## src/rtl/hct_pkg.sv

```systemverilog
// Package for the hours-minutes-seconds countdown timer: codes, shared types and divide-by-60.
`default_nettype none

package hct_pkg;

    // Command codes carried in the cmd field.
    localparam logic [1:0] CMD_TICK   = 2'd0;
    localparam logic [1:0] CMD_START  = 2'd1;
    localparam logic [1:0] CMD_TOGGLE = 2'd2;
    localparam logic [1:0] CMD_RESET  = 2'd3;

    // Configuration register indexes.
    localparam int unsigned CFG_INDEX_W = 4;
    localparam int unsigned CFG_DATA_W  = 14;
    localparam logic [CFG_INDEX_W-1:0] REG_TIMER_VALID      = 4'd0;
    localparam logic [CFG_INDEX_W-1:0] REG_TIMER_MODE       = 4'd1;
    localparam logic [CFG_INDEX_W-1:0] REG_DURATION_HOURS   = 4'd2;
    localparam logic [CFG_INDEX_W-1:0] REG_DURATION_MINUTES = 4'd3;
    localparam logic [CFG_INDEX_W-1:0] REG_DURATION_SECONDS = 4'd4;
    localparam logic [CFG_INDEX_W-1:0] REG_ALARM_HOUR       = 4'd5;
    localparam logic [CFG_INDEX_W-1:0] REG_ALARM_MINUTE     = 4'd6;
    localparam logic [CFG_INDEX_W-1:0] REG_ALARM_SECOND     = 4'd7;

    localparam logic        MODE_DURATION = 1'b0;
    localparam logic        MODE_ALARM    = 1'b1;

    localparam logic [17:0] SECS_PER_DAY  = 18'd86400;
    localparam logic [14:0] HOUR_MAX      = 15'd16383;
    localparam logic [5:0]  MAX_SIXTY     = 6'd59;
    // Reciprocal of 15 scaled by 2**19, rounded up; exact for 15-bit dividends.
    localparam logic [15:0] RECIP_15      = 16'd34953;

    typedef struct packed {
        logic [11:0] q;
        logic [5:0]  r;
    } div60_t;

    // Settled configuration seen by the datapath.
    typedef struct packed {
        logic        timer_valid;
        logic        timer_mode;
        logic [13:0] dur_hours;
        logic [12:0] dur_min_total;
        logic [5:0]  dur_sec;
        logic [16:0] alarm_target;
    } hct_cfg_t;

    // Word handed from the load stage to the state update stage.
    typedef struct packed {
        logic [1:0]  cmd;
        logic [13:0] hours;
        logic [12:0] min_total;
        logic [5:0]  sec;
    } hct_load_t;

    // Quotient and remainder by 60 for a 17-bit value: divide by 4 with a shift,
    // then by 15 through the scaled reciprocal.
    function automatic div60_t div60(input logic [16:0] x);
        logic [30:0] prod;
        logic [11:0] q;
        logic [17:0] back;
        logic [17:0] rem;
        div60_t      res;
        prod  = x[16:2] * RECIP_15;
        q     = prod[30:19];
        back  = {q, 6'b0} - {4'b0, q, 2'b0};
        rem   = {1'b0, x} - back;
        res.q = q;
        res.r = rem[5:0];
        return res;
    endfunction

endpackage

`default_nettype wire

```

## src/rtl/hct_if.sv

```systemverilog
// Channel interfaces of the countdown timer: command, result and configuration write.
`default_nettype none

interface hct_cmd_if;
    logic        valid;
    logic        ready;
    logic [1:0]  cmd;
    logic [16:0] now_seconds;
    modport source (output valid, output cmd, output now_seconds, input ready);
    modport sink (input valid, input cmd, input now_seconds, output ready);
endinterface

interface hct_res_if;
    logic        valid;
    logic        ready;
    logic [13:0] remain_hours;
    logic [5:0]  remain_minutes;
    logic [5:0]  remain_secs;
    logic        started_flag;
    logic        running_flag;
    logic        finished_flag;
    modport source (output valid, output remain_hours, output remain_minutes,
                    output remain_secs, output started_flag, output running_flag,
                    output finished_flag, input ready);
    modport sink (input valid, input remain_hours, input remain_minutes,
                  input remain_secs, input started_flag, input running_flag,
                  input finished_flag, output ready);
endinterface

interface hct_cfg_if;
    logic                               valid;
    logic                               ready;
    logic [hct_pkg::CFG_INDEX_W-1:0]    index;
    logic [hct_pkg::CFG_DATA_W-1:0]     data;
    modport source (output valid, output index, output data, input ready);
    modport sink (input valid, input index, input data, output ready);
endinterface

`default_nettype wire

```

## src/rtl/hct_cfg.sv

```systemverilog
// Configuration registers and the registered precompute of duration and alarm target.
`default_nettype none

module hct_cfg (
    input  wire logic          clk,
    input  wire logic          rst_n,
    hct_cfg_if.sink            cfg_ch,
    output hct_pkg::hct_cfg_t  cfg
);

    logic        timer_valid_reg;
    logic        timer_mode_reg;
    logic [13:0] dur_hours_reg;
    logic [11:0] dur_minutes_reg;
    logic [11:0] dur_seconds_reg;
    logic [4:0]  alarm_hour_reg;
    logic [5:0]  alarm_minute_reg;
    logic [5:0]  alarm_second_reg;

    logic [12:0] dur_min_total_reg;
    logic [12:0] dur_min_total_next;
    logic [5:0]  dur_sec_reg;
    logic [16:0] alarm_target_reg;
    logic [16:0] alarm_target_next;
    hct_pkg::div60_t sec_split;

    assign cfg_ch.ready = 1'b1;

    always_ff @(posedge clk or negedge rst_n)
    begin
        if (!rst_n)
        begin
            timer_valid_reg  <= 1'b0;
            timer_mode_reg   <= 1'b0;
            dur_hours_reg    <= '0;
            dur_minutes_reg  <= '0;
            dur_seconds_reg  <= '0;
            alarm_hour_reg   <= '0;
            alarm_minute_reg <= '0;
            alarm_second_reg <= '0;
        end
        else if (cfg_ch.valid)
        begin
            case (cfg_ch.index)
                hct_pkg::REG_TIMER_VALID:      timer_valid_reg  <= cfg_ch.data[0];
                hct_pkg::REG_TIMER_MODE:       timer_mode_reg   <= cfg_ch.data[0];
                hct_pkg::REG_DURATION_HOURS:   dur_hours_reg    <= cfg_ch.data[13:0];
                hct_pkg::REG_DURATION_MINUTES: dur_minutes_reg  <= cfg_ch.data[11:0];
                hct_pkg::REG_DURATION_SECONDS: dur_seconds_reg  <= cfg_ch.data[11:0];
                hct_pkg::REG_ALARM_HOUR:       alarm_hour_reg   <= cfg_ch.data[4:0];
                hct_pkg::REG_ALARM_MINUTE:     alarm_minute_reg <= cfg_ch.data[5:0];
                hct_pkg::REG_ALARM_SECOND:     alarm_second_reg <= cfg_ch.data[5:0];
                default: ;
            endcase
        end
    end

    // First carry of the duration: seconds into minutes; also the alarm time in seconds of the day.
    always_comb
    begin
        sec_split          = hct_pkg::div60({5'b0, dur_seconds_reg});
        dur_min_total_next = {1'b0, dur_minutes_reg} + {1'b0, sec_split.q};
        alarm_target_next  = ({12'b0, alarm_hour_reg} << 11) + ({12'b0, alarm_hour_reg} << 10)
                           + ({12'b0, alarm_hour_reg} << 9) + ({12'b0, alarm_hour_reg} << 4)
                           + ({11'b0, alarm_minute_reg} << 6) - ({11'b0, alarm_minute_reg} << 2)
                           + {11'b0, alarm_second_reg};
    end

    always_ff @(posedge clk)
    begin
        dur_min_total_reg <= dur_min_total_next;
        dur_sec_reg       <= sec_split.r;
        alarm_target_reg  <= alarm_target_next;
    end

    assign cfg.timer_valid   = timer_valid_reg;
    assign cfg.timer_mode    = timer_mode_reg;
    assign cfg.dur_hours     = dur_hours_reg;
    assign cfg.dur_min_total = dur_min_total_reg;
    assign cfg.dur_sec       = dur_sec_reg;
    assign cfg.alarm_target  = alarm_target_reg;

endmodule

`default_nettype wire

```

## src/rtl/hct_load.sv

```systemverilog
// Input register and load stage: works out the reload time carried with every command.
`default_nettype none

module hct_load (
    input  wire logic          clk,
    input  wire logic          rst_n,
    hct_cmd_if.sink            cmd_ch,
    input  wire hct_pkg::hct_cfg_t cfg,
    output logic               ld_valid,
    input  wire logic          ld_ready,
    output hct_pkg::hct_load_t ld
);

    logic        s1_valid_reg;
    logic        s1_valid_next;
    logic [1:0]  s1_cmd_reg;
    logic [16:0] s1_now_reg;
    logic        ld_valid_reg;
    logic        ld_valid_next;
    hct_pkg::hct_load_t ld_reg;
    hct_pkg::hct_load_t ld_next;

    logic        s2_ready;
    logic        s1_adv;
    logic [17:0] diff;
    logic [17:0] wrapped;
    logic [16:0] alarm_secs;
    hct_pkg::div60_t alarm_split;

    assign s2_ready     = !ld_valid_reg || ld_ready;
    assign s1_adv       = s1_valid_reg && s2_ready;
    assign cmd_ch.ready = !s1_valid_reg || s2_ready;

    always_comb
    begin
        s1_valid_next = s1_valid_reg;
        if (cmd_ch.valid && cmd_ch.ready)
        begin
            s1_valid_next = 1'b1;
        end
        else if (s1_adv)
        begin
            s1_valid_next = 1'b0;
        end
        ld_valid_next = ld_valid_reg;
        if (s1_adv)
        begin
            ld_valid_next = 1'b1;
        end
        else if (ld_ready)
        begin
            ld_valid_next = 1'b0;
        end
    end

    // Alarm: target minus now, wrapped forward one day, clamped at zero; duration mode loads the configured duration.
    always_comb
    begin
        diff    = {1'b0, cfg.alarm_target} - {1'b0, s1_now_reg};
        wrapped = diff[17] ? diff + hct_pkg::SECS_PER_DAY : diff;
        alarm_secs  = wrapped[17] ? 17'd0 : wrapped[16:0];
        alarm_split = hct_pkg::div60(alarm_secs);
        ld_next.cmd = s1_cmd_reg;
        if (cfg.timer_mode == hct_pkg::MODE_ALARM)
        begin
            ld_next.hours     = '0;
            ld_next.min_total = {1'b0, alarm_split.q};
            ld_next.sec       = alarm_split.r;
        end
        else
        begin
            ld_next.hours     = cfg.dur_hours;
            ld_next.min_total = cfg.dur_min_total;
            ld_next.sec       = cfg.dur_sec;
        end
    end

    always_ff @(posedge clk or negedge rst_n)
    begin
        if (!rst_n)
        begin
            s1_valid_reg <= 1'b0;
            ld_valid_reg <= 1'b0;
        end
        else
        begin
            s1_valid_reg <= s1_valid_next;
            ld_valid_reg <= ld_valid_next;
        end
    end

    always_ff @(posedge clk)
    begin
        if (cmd_ch.valid && cmd_ch.ready)
        begin
            s1_cmd_reg <= cmd_ch.cmd;
            s1_now_reg <= cmd_ch.now_seconds;
        end
        if (s1_adv)
        begin
            ld_reg <= ld_next;
        end
    end

    assign ld_valid = ld_valid_reg;
    assign ld       = ld_reg;

endmodule

`default_nettype wire

```

## src/rtl/hct_core.sv

```systemverilog
// Timer state update and result register: ticks, start, toggle and reset.
`default_nettype none

module hct_core (
    input  wire logic          clk,
    input  wire logic          rst_n,
    input  wire logic          ld_valid,
    output logic               ld_ready,
    input  wire hct_pkg::hct_load_t ld,
    input  wire hct_pkg::hct_cfg_t  cfg,
    hct_res_if.source          res_ch
);

    logic        out_valid_reg;
    logic        out_valid_next;
    logic [13:0] hours_reg;
    logic [13:0] hours_next;
    logic [5:0]  minutes_reg;
    logic [5:0]  minutes_next;
    logic [5:0]  seconds_reg;
    logic [5:0]  seconds_next;
    logic        started_reg;
    logic        started_next;
    logic        running_reg;
    logic        running_next;
    logic        finished_reg;
    logic        finished_next;

    logic        adv;
    logic        at_zero;
    logic [14:0] hour_sum;
    logic [13:0] load_h;
    logic [5:0]  load_m;
    logic [5:0]  load_s;
    hct_pkg::div60_t min_split;

    assign ld_ready = !out_valid_reg || res_ch.ready;
    assign adv      = ld_valid && ld_ready;
    assign at_zero  = (hours_reg == '0) && (minutes_reg == '0) && (seconds_reg == '0);

    // Second carry of the reload time: minutes into hours, then saturation.
    always_comb
    begin
        min_split = hct_pkg::div60({4'b0, ld.min_total});
        hour_sum  = {1'b0, ld.hours} + {3'b0, min_split.q};
        if (hour_sum > hct_pkg::HOUR_MAX)
        begin
            load_h = hct_pkg::HOUR_MAX[13:0];
            load_m = hct_pkg::MAX_SIXTY;
            load_s = hct_pkg::MAX_SIXTY;
        end
        else
        begin
            load_h = hour_sum[13:0];
            load_m = min_split.r;
            load_s = ld.sec;
        end
    end

    always_comb
    begin
        hours_next    = hours_reg;
        minutes_next  = minutes_reg;
        seconds_next  = seconds_reg;
        started_next  = started_reg;
        running_next  = running_reg;
        finished_next = finished_reg;
        if (adv && cfg.timer_valid)
        begin
            case (ld.cmd)
                hct_pkg::CMD_TICK:
                begin
                    if (at_zero)
                    begin
                        finished_next = finished_reg || running_reg;
                        running_next  = 1'b0;
                    end
                    else if (running_reg)
                    begin
                        if (seconds_reg != '0)
                        begin
                            seconds_next = seconds_reg - 6'd1;
                        end
                        else if (minutes_reg != '0)
                        begin
                            minutes_next = minutes_reg - 6'd1;
                            seconds_next = hct_pkg::MAX_SIXTY;
                        end
                        else
                        begin
                            hours_next   = hours_reg - 14'd1;
                            minutes_next = hct_pkg::MAX_SIXTY;
                            seconds_next = hct_pkg::MAX_SIXTY;
                        end
                    end
                end
                hct_pkg::CMD_START:
                begin
                    hours_next    = load_h;
                    minutes_next  = load_m;
                    seconds_next  = load_s;
                    started_next  = 1'b1;
                    running_next  = 1'b1;
                    finished_next = 1'b0;
                end
                hct_pkg::CMD_TOGGLE:
                begin
                    if (!started_reg || finished_reg)
                    begin
                        hours_next   = load_h;
                        minutes_next = load_m;
                        seconds_next = load_s;
                        running_next = 1'b1;
                    end
                    else
                    begin
                        running_next = !running_reg;
                    end
                    started_next  = 1'b1;
                    finished_next = 1'b0;
                end
                hct_pkg::CMD_RESET:
                begin
                    hours_next    = load_h;
                    minutes_next  = load_m;
                    seconds_next  = load_s;
                    started_next  = 1'b0;
                    running_next  = 1'b0;
                    finished_next = 1'b0;
                end
                default: ;
            endcase
        end
        out_valid_next = out_valid_reg;
        if (adv)
        begin
            out_valid_next = 1'b1;
        end
        else if (res_ch.ready)
        begin
            out_valid_next = 1'b0;
        end
    end

    always_ff @(posedge clk or negedge rst_n)
    begin
        if (!rst_n)
        begin
            out_valid_reg <= 1'b0;
            hours_reg     <= '0;
            minutes_reg   <= '0;
            seconds_reg   <= '0;
            started_reg   <= 1'b0;
            running_reg   <= 1'b0;
            finished_reg  <= 1'b0;
        end
        else
        begin
            out_valid_reg <= out_valid_next;
            hours_reg     <= hours_next;
            minutes_reg   <= minutes_next;
            seconds_reg   <= seconds_next;
            started_reg   <= started_next;
            running_reg   <= running_next;
            finished_reg  <= finished_next;
        end
    end

    // The timer state only changes when a word is written, so it is the result word.
    assign res_ch.valid          = out_valid_reg;
    assign res_ch.remain_hours   = hours_reg;
    assign res_ch.remain_minutes = minutes_reg;
    assign res_ch.remain_secs    = seconds_reg;
    assign res_ch.started_flag   = started_reg;
    assign res_ch.running_flag   = running_reg;
    assign res_ch.finished_flag  = finished_reg;

    a_run_needs_start: assert property (@(posedge clk) disable iff (!rst_n)
        running_reg |-> started_reg)
        else $error("timer running without having been started");

    a_fin_not_running: assert property (@(posedge clk) disable iff (!rst_n)
        !(finished_reg && running_reg))
        else $error("timer finished and running at once");

    a_fields_in_range: assert property (@(posedge clk) disable iff (!rst_n)
        (minutes_reg <= hct_pkg::MAX_SIXTY) && (seconds_reg <= hct_pkg::MAX_SIXTY))
        else $error("minutes or seconds out of range");

    a_disabled_holds: assert property (@(posedge clk) disable iff (!rst_n)
        (adv && !cfg.timer_valid) |=> ($stable(hours_reg) && $stable(minutes_reg)
            && $stable(seconds_reg) && $stable(running_reg) && $stable(started_reg)))
        else $error("state changed while the timer is not valid");

    a_state_only_on_word: assert property (@(posedge clk) disable iff (!rst_n)
        !adv |=> ($stable(hours_reg) && $stable(minutes_reg) && $stable(seconds_reg)))
        else $error("time changed without a command word");

endmodule

`default_nettype wire

```

## src/rtl/hms_countdown_timer.sv

```systemverilog
// Top level of the hours-minutes-seconds countdown timer.
`default_nettype none

// Channel  | Direction | Handshake      | Payload
// ---------+-----------+----------------+---------------------------------------------
// cmd_ch   | in        | valid / ready  | cmd, now_seconds
// res_ch   | out       | valid / ready  | remain_hours, remain_minutes, remain_secs,
//          |           |                | started_flag, running_flag, finished_flag
// cfg_ch   | in        | valid / ready  | index, data (ready is always high)
//
// One result word leaves for every command word; a new command word is taken every
// cycle unless the result side stalls; the throughput is then one word per cycle.
// Each word passes the input register, the load stage (alarm difference and
// the first divide by 60) and the state update stage that ends in the result word.
// Reset clears the written configuration and the timer state, with no clearing pass.
// A stall on the result side backs up through the two internal stages, so up to
// three words can be held in flight while the consumer holds ready low.

module hms_countdown_timer (
    input  wire logic clk,
    input  wire logic rst_n,
    hct_cmd_if.sink   cmd_ch,
    hct_res_if.source res_ch,
    hct_cfg_if.sink   cfg_ch
);

    // Configuration, with the duration seconds already carried into minutes and
    // the alarm time already turned into seconds of the day.
    hct_pkg::hct_cfg_t  cfg;

    // Word between the load stage and the state update stage.
    logic               ld_valid;
    logic               ld_ready;
    hct_pkg::hct_load_t ld;

    hct_cfg u_cfg (
        .clk    (clk),
        .rst_n  (rst_n),
        .cfg_ch (cfg_ch),
        .cfg    (cfg)
    );

    // The reload time is worked out for every command; only start, toggle from
    // an idle or finished timer, and reset actually use it.
    hct_load u_load (
        .clk      (clk),
        .rst_n    (rst_n),
        .cmd_ch   (cmd_ch),
        .cfg      (cfg),
        .ld_valid (ld_valid),
        .ld_ready (ld_ready),
        .ld       (ld)
    );

    // The state update finishes normalization, saturates the hours and applies
    // the command; the updated state is the result word.
    hct_core u_core (
        .clk      (clk),
        .rst_n    (rst_n),
        .ld_valid (ld_valid),
        .ld_ready (ld_ready),
        .ld       (ld),
        .cfg      (cfg),
        .res_ch   (res_ch)
    );

endmodule

`default_nettype wire
```

## src/flat_wrapper.sv

```systemverilog
// flat-port wrapper written by rule: the top's interface ports become plain ports
module hms_countdown_timer_flat 
  (clk, rst_n, cmd_ch_valid, cmd_ch_cmd, cmd_ch_now_seconds, cmd_ch_ready, res_ch_valid, res_ch_remain_hours, res_ch_remain_minutes, res_ch_remain_secs, res_ch_started_flag, res_ch_running_flag, res_ch_finished_flag, res_ch_ready, cfg_ch_valid, cfg_ch_index, cfg_ch_data, cfg_ch_ready);
  hct_cmd_if cmd_ch_i ();
  hct_res_if res_ch_i ();
  hct_cfg_if cfg_ch_i ();
  input  wire logic clk;
  input  wire logic rst_n;
  input wire logic [$bits(cmd_ch_i.valid)-1:0] cmd_ch_valid;
  input wire logic [$bits(cmd_ch_i.cmd)-1:0] cmd_ch_cmd;
  input wire logic [$bits(cmd_ch_i.now_seconds)-1:0] cmd_ch_now_seconds;
  output wire logic [$bits(cmd_ch_i.ready)-1:0] cmd_ch_ready;
  output wire logic [$bits(res_ch_i.valid)-1:0] res_ch_valid;
  output wire logic [$bits(res_ch_i.remain_hours)-1:0] res_ch_remain_hours;
  output wire logic [$bits(res_ch_i.remain_minutes)-1:0] res_ch_remain_minutes;
  output wire logic [$bits(res_ch_i.remain_secs)-1:0] res_ch_remain_secs;
  output wire logic [$bits(res_ch_i.started_flag)-1:0] res_ch_started_flag;
  output wire logic [$bits(res_ch_i.running_flag)-1:0] res_ch_running_flag;
  output wire logic [$bits(res_ch_i.finished_flag)-1:0] res_ch_finished_flag;
  input wire logic [$bits(res_ch_i.ready)-1:0] res_ch_ready;
  input wire logic [$bits(cfg_ch_i.valid)-1:0] cfg_ch_valid;
  input wire logic [$bits(cfg_ch_i.index)-1:0] cfg_ch_index;
  input wire logic [$bits(cfg_ch_i.data)-1:0] cfg_ch_data;
  output wire logic [$bits(cfg_ch_i.ready)-1:0] cfg_ch_ready;
  assign cmd_ch_i.valid = cmd_ch_valid;
  assign cmd_ch_i.cmd = cmd_ch_cmd;
  assign cmd_ch_i.now_seconds = cmd_ch_now_seconds;
  assign cmd_ch_ready = cmd_ch_i.ready;
  assign res_ch_valid = res_ch_i.valid;
  assign res_ch_remain_hours = res_ch_i.remain_hours;
  assign res_ch_remain_minutes = res_ch_i.remain_minutes;
  assign res_ch_remain_secs = res_ch_i.remain_secs;
  assign res_ch_started_flag = res_ch_i.started_flag;
  assign res_ch_running_flag = res_ch_i.running_flag;
  assign res_ch_finished_flag = res_ch_i.finished_flag;
  assign res_ch_i.ready = res_ch_ready;
  assign cfg_ch_i.valid = cfg_ch_valid;
  assign cfg_ch_i.index = cfg_ch_index;
  assign cfg_ch_i.data = cfg_ch_data;
  assign cfg_ch_ready = cfg_ch_i.ready;
  hms_countdown_timer u_core (.clk(clk), .rst_n(rst_n), .cmd_ch(cmd_ch_i), .res_ch(res_ch_i), .cfg_ch(cfg_ch_i));
endmodule
```

## config.mk

```make
export PLATFORM = sky130hd
export DESIGN_NAME = hms_countdown_timer_flat
export DESIGN_NICKNAME = d
export VERILOG_FILES = /design/src/rtl/hct_pkg.sv /design/src/rtl/hct_if.sv /design/src/rtl/hct_cfg.sv /design/src/rtl/hct_load.sv /design/src/rtl/hct_core.sv /design/src/rtl/hms_countdown_timer.sv /design/src/flat_wrapper.sv
export SDC_FILE = /design/constraint.sdc
export NUM_CORES = 1
export LEC_CHECK = 0
export ABC_AREA = 0
export BUFFER_PORTS_ARGS = -buffer_cell sky130_fd_sc_hd__buf_2
export CAP_MARGIN = 20
export CORE_ASPECT_RATIO = 0.75
export CORE_MARGIN = 3
export CORE_UTILIZATION = 50
export CTS_CLUSTER_DIAMETER = 40
export CTS_CLUSTER_SIZE = 16
export DETAILED_ROUTE_END_ITERATION = 8
export GPL_TIMING_DRIVEN = 0
export PLACE_DENSITY = 0.67
export SKIP_CTS_REPAIR_TIMING = 1
export SLEW_MARGIN = 5
export SYNTH_ARGS = -nofsm -noshare
export SYNTH_HDL_FRONTEND = slang
export SYNTH_SLANG_ARGS = --single-unit
```

## constraint.sdc

```tcl
create_clock -name clk -period 16.12 [get_ports clk]
set_input_delay 3.224 -clock clk [delete_from_list [all_inputs] [get_ports clk]]
set_output_delay 3.224 -clock clk [all_outputs]
set_load 0.01 [all_outputs]
```

==> results of run 1 <==
worst paths after layout:
check / end / from / cells past startpoint / slack (ns)
hold / removal: u_core.u_cfg.dur_sec_reg[1] / u_core.u_cfg.dur_seconds_reg[1] / 0 / 0.38
setup / recovery: u_core.u_load.ld[5] / u_core.u_load.s1_now_reg[0] / 32 / 7.06
hold reg to reg: u_core.u_cfg.dur_sec_reg[1] / u_core.u_cfg.dur_seconds_reg[1] / 0 / 0.38
min in group asynchronous: u_core.u_core.res_ch.remain_hours[2] / rst_n / 1 / 2.77
setup reg to reg: u_core.u_load.ld[5] / u_core.u_load.s1_now_reg[0] / 32 / 7.06
max in group asynchronous: u_core.u_cfg.alarm_second_reg[5] / rst_n / 2 / 12.69
placed cells by master, fill, tap and decap left out, types with 6 or more instances in the layout:
cell type / count
edfxtp_1: 54
a21o_1: 31
nand2b_1: 13
buf_2: 79
inv_1: 192
nor2_1: 55
dfxtp_1: 36
and3_1: 14
and2_1: 6
a31oi_1: 6
a21oi_1: 81
ha_1: 277
nor3_1: 22
mux2_2: 58
o22ai_1: 8
a211oi_1: 7
clkbuf_16: 17
o21bai_1: 19
nand3_1: 22
xor2_1: 26
fa_1: 56
dfrtp_1: 89
nor2b_1: 31
nand2_1: 76
nand4_1: 10
nor3b_1: 6
or3_1: 13
xnor2_1: 56
o21ai_0: 53
clkbuf_1: 15
worst max-delay path, delay by kind of cell, from the launching register on:
| kind | cells | cell delay, ns |
|---|---|---|
| flops | 1 | 0.45 |
| xor+xnor | 4 | 1.09 |
| compound gates | 12 | 2.80 |
| simple gates | 7 | 1.42 |
| fa+ha+maj | 9 | 3.00 |
cell families after synthesis:
family | count (synthesis) | share of synthesized area
multiplexers | 60 | 0.0460
flip-flops | 179 | 0.310
XOR/XNOR | 82 | 0.0487
other | 1 | 0.000254
AO/OA/AOI/OAI | 274 | 0.126
adder cells (fa/ha/maj) | 333 | 0.311
AND/OR/NAND/NOR | 294 | 0.103
buffers and inverters | 217 | 0.0563
through the flow:
stage                      util  setup WS [ns]  instance area [µm²]  cells
after global routing      0.568           6.51                16200   1931
after floorplan               -           8.42                14800   1440
after detailed placement  0.548           7.21                15600   1898
after CTS                 0.568           7.15                16200   1930
final                     0.568           7.06                16200   1931
after global placement    0.547           7.28                15600   1897
layer usage:
metal / routed length [µm] / vias to the layer above / GRT usage / share of wire
li1: - / 5239 / - / -
met1: 16800 / 5082 / 0.323 / 0.52
met2: 14100 / 196 / 0.322 / 0.43
met3: 1100 / 29 / 0.0288 / 0.034
met4: 457 / 0 / 0.0462 / 0.014
met5: 0 / - / 0 / 0
cell type report:
type                            count  area share
Buffer                             25     0.00680
Clock buffer                       20      0.0276
Clock inverter                     12     0.00749
Inverter                          192      0.0445
Multi-Input combinational cell   1044       0.577
Sequential cell                   179       0.282
Tap cell                          385      0.0297
Timing Repair Buffer               74      0.0244
==> results.py, run 1 <==
metrics = {
    "logic_synthesis": {
        "async_flop_share": 0.497,
        "synth_ff_type": "dfrtp_1",
        "yosysTopAreaCellShare": 0.235,
        "avgSynthCellArea_um2": 10.2,
        "synth_cells": 1440,
        "synth.most_common_cell": "ha_1",
        "synth_warnings": 0,
        "synthesis.nets": 1815,
        "yosys_register_bits": 179,
        "yosys.area.top_type": "ha_1",
        "synth-seq-area-share": 0.310,
        "synthTopCellsByArea": "ha_1, dfrtp_1, edfxtp_1",
        "ys_top_cells_by_count": "ha_1, inv_1, dfrtp_1",
        "synth_edf_count": 54,
        "synth_cell_types": 80,
        "syn_area_mm2": 0.0148,
    },
    "floorplanning": {
        "start_util": 0.517,
        "die-area_mm2": 0.0316,
        "die_x_um": 204,
        "num_rows": 53,
        "dieHeight_um": 155,
        "io_pins": 74,
        "core_mm2": 0.0285,
    },
    "place": {
        "gp_congestion": 0.878,
        "place_hpwl_um": 26500,
        "place.port_buffers": 72,
    },
    "cells_and_area": {
        "syn_to_final_growth_pct": 9.80,
        "regArea_mm2": 0.00457,
        "multiInputGateArea_mm2": 0.00936,
        "diodes": 0,
        "layout-drive-gt1-share": 0.131,
        "final_nets": 1908,
        "fillCellCount": 2528,
        "largest_register_ffs": 35,
    },
    "timing": {
        "rsz0062_at_grt": "no",
        "finClkSkew_ns": 0.0132,
        "setup_viol": 0,
        "hold_viol": 0,
        "fin_setup_tns_ns": 0,
        "worst_pin_slew_ns": 1.04,
        "timing.hold.ws_ns": 0.378,
        "final_max_slew_viol_count": 0,
        "fin_crit_sh": 0.562,
        "max-slew-margin-rel": 0.309,
        "period_needed_ns": 9.06,
        "fmax_ghz": 0.110,
    },
    "setup_path": {
        "cp.arrival_ns": 9.21,
        "crit_path_start_kind": "flip-flop",
        "critPathSlowestCell": "a2111oi_0",
        "crit_fanout": 10,
        "path_class": "reg -> reg",
        "required_ns": 16.27,
        "crit_top_cell": "ha_1",
        "worstSetupEndpointType": "flip-flop",
        "slowest_delay_ns": 0.77,
    },
    "global_route": {
        "grt_pass1_vias": 10400,
        "gr-total-overflow": 0,
        "grt_pass1_wl_um": 53700,
        "grt_max_degree": 58,
        "grt_usage": 0.212,
        "grt_antenna_before_repair": 0,
    },
    "clocking": {
        "clock_latency_ns": 0.43,
        "numCtsBuffers": 17,
        "cts_root_buf": "clkbuf_16",
        "clkSinkCount": 179,
        "clockBufferDepth": 2,
        "path_clk_slew_ns": 0.07,
        "htreeDepth": 4,
        "cts_tree": "built",
    },
    "routing": {
        "wl_per_cell_um": 16.8,
        "drt_iter0_markers": 605,
        "num_vias": 10500,
        "drt_drc_violations_left": 0,
        "wirelength_um": 32500,
        "ant_nets": 0,
        "viasPerCell": 5.46,
        "first_pass_iters": 5,
    },
    "min_path": {
        "min_path_type": "reg -> reg",
    },
    "job": {
        "drv_cap": 0,
    },
    "run_status": {
        "outcome": "finished clean",
    },
}
Power of run 1 is left out: the tool's default activity adds up to more than one toggle a clock period on the data nets, which glitch-free logic cannot reach.
==> inputs of run 2 (changes only) <==
Settings changed: ABC_AREA 0 to 1.
Clock period 16.12 ns to 8.47 ns, I/O delays scaled along.
==> run 2 against run 1 <==
Area after synthesis grew 4.3%. Final area grew 4.4%. Hold slack gained 0.0031 ns.
==> results.py, run 2 <==
metrics = {
    "min_path": {
        "min_path_type": "reg -> reg",
    },
    "global_route": {
        "grt_usage": 0.222,
        "gr-total-overflow": 0,
        "grt_max_degree": 66,
        "grt_pass1_vias": 11800,
        "grt_pass1_wl_um": 59400,
        "grt_antenna_before_repair": 0,
    },
    "logic_synthesis": {
        "synth_cells": 1848,
        "yosys.area.top_type": "ha_1",
        "avgSynthCellArea_um2": 8.33,
        "yosys_register_bits": 179,
        "synthesis.nets": 2223,
        "syn_area_mm2": 0.0154,
        "synth_warnings": 0,
        "synth_cell_types": 58,
        "synthTopCellsByArea": "ha_1, dfrtp_1, edfxtp_1",
        "synth.most_common_cell": "nand2_1",
        "synth_ff_type": "dfrtp_1",
        "async_flop_share": 0.497,
        "synth_edf_count": 54,
        "synth-seq-area-share": 0.297,
        "ys_top_cells_by_count": "nand2_1, inv_1, ha_1",
        "yosysTopAreaCellShare": 0.225,
    },
    "setup_path": {
        "crit_path_start_kind": "flip-flop",
        "cp.arrival_ns": 8.07,
        "required_ns": 8.66,
        "path_class": "reg -> reg",
        "crit_top_cell": "nand2_1",
        "critPathSlowestCell": "fa_1",
        "crit_fanout": 10,
        "slowest_delay_ns": 0.55,
        "worstSetupEndpointType": "flip-flop",
    },
    "routing": {
        "drt_drc_violations_left": 0,
        "drt_iter0_markers": 885,
        "ant_nets": 0,
        "num_vias": 12400,
        "first_pass_iters": 5,
        "wirelength_um": 35600,
        "viasPerCell": 5.27,
        "wl_per_cell_um": 15.2,
    },
    "cells_and_area": {
        "layout-drive-gt1-share": 0.0803,
        "layout_commonest_cell": "nand2_1",
        "diodes": 0,
        "largest_register_ffs": 35,
        "syn_to_final_growth_pct": 9.87,
        "layout_common_cells": "nand2_1, inv_1, ha_1",
        "final_nets": 2316,
    },
    "floorplanning": {
        "die_x_um": 209,
        "start_util": 0.519,
        "core_mm2": 0.0297,
        "dieHeight_um": 158,
        "die-area_mm2": 0.0329,
        "num_rows": 54,
        "io_pins": 74,
    },
    "timing": {
        "rsz0062_at_grt": "no",
        "fmax_ghz": 0.127,
        "fin_crit_sh": 0.931,
        "max-slew-margin-rel": 0.398,
        "final_max_slew_viol_count": 0,
        "hold_viol": 0,
        "fin_setup_tns_ns": 0,
        "worst_pin_slew_ns": 0.902,
        "finClkSkew_ns": 0.0156,
        "period_needed_ns": 7.89,
        "setup_viol": 0,
    },
    "place": {
        "gp_congestion": 0.935,
        "place_hpwl_um": 29600,
        "place.port_buffers": 72,
    },
    "clocking": {
        "clkSinkCount": 179,
        "cts_tree": "built",
        "cts_root_buf": "clkbuf_16",
        "path_clk_slew_ns": 0.08,
        "clockBufferDepth": 2,
        "clock_latency_ns": 0.44,
        "htreeDepth": 4,
        "numCtsBuffers": 17,
    },
    "run_status": {
        "outcome": "finished clean",
    },
    "job": {
        "drv_cap": 0,
    },
}
==> run 2: final cells by class <==
class                   instances  area [µm²]
fillers                      2681       12800
multi-input cells            1311        9470
flip-flops and latches        179        4570
inverters                     339        1270
well taps                     392         490
clock buffers                  18         450
repair buffers                 74         418
clock inverters                14         160
plain buffers                  19        80.1
==> run 2: per-stage QoR <==
step / instances / setup slack [ns] / util / hold slack [ns] / cell area (µm²)
after global routing: 2346 / 0.0166 / 0.570 / 0.393 / 16900
after CTS: 2346 / 0.640 / 0.570 / 0.382 / 16900
after global placement: 2312 / 0.708 / 0.547 / 0.362 / 16200
final: 2346 / 0.585 / 0.570 / 0.381 / 16900
after floorplan: 1848 / 1.71 / - / 0.347 / 15400
after detailed placement: 2314 / 0.707 / 0.549 / 0.363 / 16300
==> run 2: path summary, 6_finish.rpt <==
check,startpoint,end,slack [ns],cells past startpoint
max in group asynchronous,rst_n,u_core.u_cfg.dur_minutes_reg[1],6.64,2
max reg2reg,u_core.u_load.s1_now_reg[0],u_core.u_load.ld[5],0.58,38
min,u_core.u_cfg.alarm_second_reg[0],u_core.u_cfg.alarm_target_reg[0],0.38,0
max,u_core.u_load.s1_now_reg[0],u_core.u_load.ld[5],0.58,38
min reg2reg,u_core.u_cfg.alarm_second_reg[0],u_core.u_cfg.alarm_target_reg[0],0.38,0
min in group asynchronous,rst_n,u_core.u_core.res_ch.remain_minutes[0],1.17,1
==> run 2: kinds of logic after synthesis <==
group	share of synthesized area
AO/OA/AOI/OAI	0.102
XOR/XNOR	0.0352
adder cells (fa/ha/maj)	0.298
buffers and inverters	0.0879
flip-flops	0.297
other	0.000244
AND/OR/NAND/NOR	0.179
==> run 2: worst max-delay path: cells and delay by family, from the launching register on <==
kind | cells | cell delay, ns
AOI/OAI and AO/OA | 7 | 1.14
xor gates and xnor gates | 1 | 0.23
adders and majority gates | 9 | 3.32
buffers and inverters | 4 | 0.54
DFF | 1 | 0.40
and+or+nand+nor | 17 | 2.04
==> run 2: per-layer routing <==
layer | wire length, µm | track usage | vias to the layer above
li1 | - | - | 6261
met1 | 18800 | 0.344 | 5805
met2 | 14600 | 0.331 | 281
met3 | 1750 | 0.0305 | 21
met4 | 363 | 0.0449 | 0
met5 | 0 | 0 | -
Power of run 2 is left out for the same reason.
==> inputs of run 3 (changes only) <==
Settings changed: SYNTH_HIERARCHICAL set to 1.
==> run 3 against run 2 <==
Hold slack got worse by 0.0052 ns. Register-to-register slack gained 0.15 ns. Sequential cell count unchanged. Core utilization down 1.2 points. Wire length is 12% higher. Non-clock buffer count rose by 4. Synthesized cell count up 15%.
==> results.py, run 3 <==
metrics = {
    "run_status": {
        "outcome": "finished clean",
    },
    "setup_path": {
        "required_ns": 8.66,
        "cp-endpoint": "u_core/u_load/ld[5]",
        "slowest_delay_ns": 0.52,
        "cp-startpoint": "u_core/u_load/s1_now_reg[0]",
        "crit_fanout": 10,
        "path_buf_inv": 4,
        "reg2reg_to": "u_core/u_load/ld[5]",
        "cp.arrival_ns": 7.93,
        "cp_num_cells": 38,
        "path_delay_family": "adder cells",
        "reg2reg_slack_ns": 0.73,
        "reg2reg_depth": 38,
        "crit_path_start_kind": "flip-flop",
        "path_class": "reg -> reg",
        "crit_top_cell": "nand2_1",
        "critPathSlowestCell": "fa_1",
        "worstSetupEndpointType": "flip-flop",
        "r2r-start": "u_core/u_load/s1_now_reg[0]",
    },
    "floorplanning": {
        "die_x_um": 216,
        "dieHeight_um": 164,
        "num_rows": 57,
        "io_pins": 74,
        "die-area_mm2": 0.0355,
        "start_util": 0.510,
        "core_mm2": 0.0326,
    },
    "routing": {
        "wirelength_um": 39800,
        "viasPerCell": 5.21,
        "drt_drc_violations_left": 0,
        "num_vias": 13900,
        "drt_iter0_markers": 1061,
        "ant_nets": 0,
        "wl_per_cell_um": 14.9,
        "first_pass_iters": 7,
    },
    "logic_synthesis": {
        "synth.most_common_cell": "nand2_1",
        "yosys_register_bits": 179,
        "synth_ff_type": "dfrtp_1",
        "yosys.area.top_type": "ha_1",
        "avgSynthCellArea_um2": 7.82,
        "synth_edf_count": 54,
        "synth_cell_types": 57,
        "syn_area_mm2": 0.0166,
        "async_flop_share": 0.497,
        "synthesis.nets": 2503,
        "synth_cells": 2124,
        "synthTopCellsByArea": "ha_1, dfrtp_1, nand2_1",
        "synth_warnings": 6,
        "synth-seq-area-share": 0.275,
        "yosysTopAreaCellShare": 0.212,
        "ys_top_cells_by_count": "nand2_1, inv_1, ha_1",
    },
    "clocking": {
        "clockBufferDepth": 2,
        "clkSinkCount": 179,
        "cts_tree": "built",
        "numCtsBuffers": 17,
        "cts_root_buf": "clkbuf_16",
        "path_clk_slew_ns": 0.07,
        "htreeDepth": 4,
        "clock_latency_ns": 0.44,
    },
    "global_route": {
        "gr-total-overflow": 0,
        "grt_usage": 0.231,
        "grt_max_degree": 67,
        "grt_pass1_vias": 13200,
        "grt_antenna_before_repair": 0,
        "grt_pass1_wl_um": 66000,
    },
    "cells_and_area": {
        "syn_to_final_growth_pct": 9.41,
        "stdcell_count": 2672,
        "layout_common_cells": "nand2_1, inv_1, ha_1",
        "layout_commonest_cell": "nand2_1",
        "final_nets": 2596,
        "diodes": 0,
        "largest_register_ffs": 35,
        "layout-drive-gt1-share": 0.0897,
    },
    "timing": {
        "final_max_slew_viol_count": 0,
        "fin_crit_sh": 0.913,
        "max-slew-margin-rel": 0.407,
        "fin_setup_tns_ns": 0,
        "setup_viol": 0,
        "worst_pin_slew_ns": 0.883,
        "finClkSkew_ns": 0.0134,
        "period_needed_ns": 7.74,
        "rsz0062_at_grt": "no",
        "hold_viol": 0,
        "fmax_ghz": 0.129,
    },
    "place": {
        "place.port_buffers": 72,
        "dpl.cell_count": 2640,
        "gp_congestion": 0.970,
        "place_hpwl_um": 32900,
    },
    "min_path": {
        "min_path_type": "reg -> reg",
    },
    "job": {
        "drv_cap": 0,
    },
}
==> run 3: cell types whose count changed after synthesis, sizes merged, moves of 7 or more <==
cell | previous run | this run
nand2 | 370 | 548
nor2 | 134 | 175
nand3 | 73 | 103
inv | 336 | 357
xor2 | 46 | 37
o221ai | 8 | 0
xnor2 | 15 | 23
nand4 | 24 | 31
==> run 3: how the worst min path moves through the flow <==
stage / start / to / slack [ns] / depth (start not counted)
after floorplan: u_core/u_cfg/alarm_second_reg[0] / u_core/u_cfg/alarm_target_reg[0] / 0.35 / 0
after global placement: u_core/u_cfg/dur_seconds_reg[1] / u_core/u_cfg/dur_sec_reg[1] / 0.36 / 0
after detailed placement: u_core/u_cfg/dur_seconds_reg[0] / u_core/u_cfg/dur_sec_reg[0] / 0.36 / 0
after CTS: u_core/u_cfg/dur_seconds_reg[0] / u_core/u_cfg/dur_sec_reg[0] / 0.38 / 0
after global routing: u_core/u_cfg/dur_seconds_reg[0] / u_core/u_cfg/dur_sec_reg[0] / 0.39 / 0
final: u_core/u_cfg/dur_seconds_reg[0] / u_core/u_cfg/dur_sec_reg[0] / 0.38 / 0
==> run 3: cells by family (layout without fill, tap and decap cells) <==
group           after synthesis  after routing  share of synthesized area
compound gates              259            259                     0.0873
xor+xnor                     60             60                     0.0325
fa+ha+maj                   337            337                      0.279
buf+inv                     381            487                     0.0887
flops                       179            179                      0.275
mux                           2              2                    0.00136
other cells                   1              1                   0.000226
simple gates                905            905                      0.236
==> run 3: cell type report <==
class                      instances  area (µm²)
fill                            3047       14400
multi-input combinational       1564       10600
sequential                       179        4570
inverter                         358        1350
tap                              442         553
clock buffer                      21         483
timing repair buffer              74         410
buffer                            23         126
clock inverter                    11         100
==> run 3: routing by layer <==
| metal | up-vias | part of all wire | GRT usage |
|---|---|---|---|
| met3 | 48 | 0.059 | 0.0390 |
| met5 | - | 0 | 0 |
| met4 | 0 | 0.018 | 0.0546 |
| li1 | 7077 | - | - |
| met1 | 6438 | 0.51 | 0.352 |
| met2 | 367 | 0.41 | 0.342 |
==> run 3: metrics by stage <==
stage	area, µm²	utilization	setup slack (ns)	hold WS [ns]
2_1_floorplan	16600	-	1.84	0.347
3_3_place_gp	17500	0.538	0.713	0.356
3_5_place_dp	17600	0.539	0.665	0.358
4_1_cts	18200	0.557	0.579	0.375
5_1_grt	18200	0.558	0.227	0.388
6_report	18200	0.558	0.733	0.376
Power of run 3 is left out for the same reason.
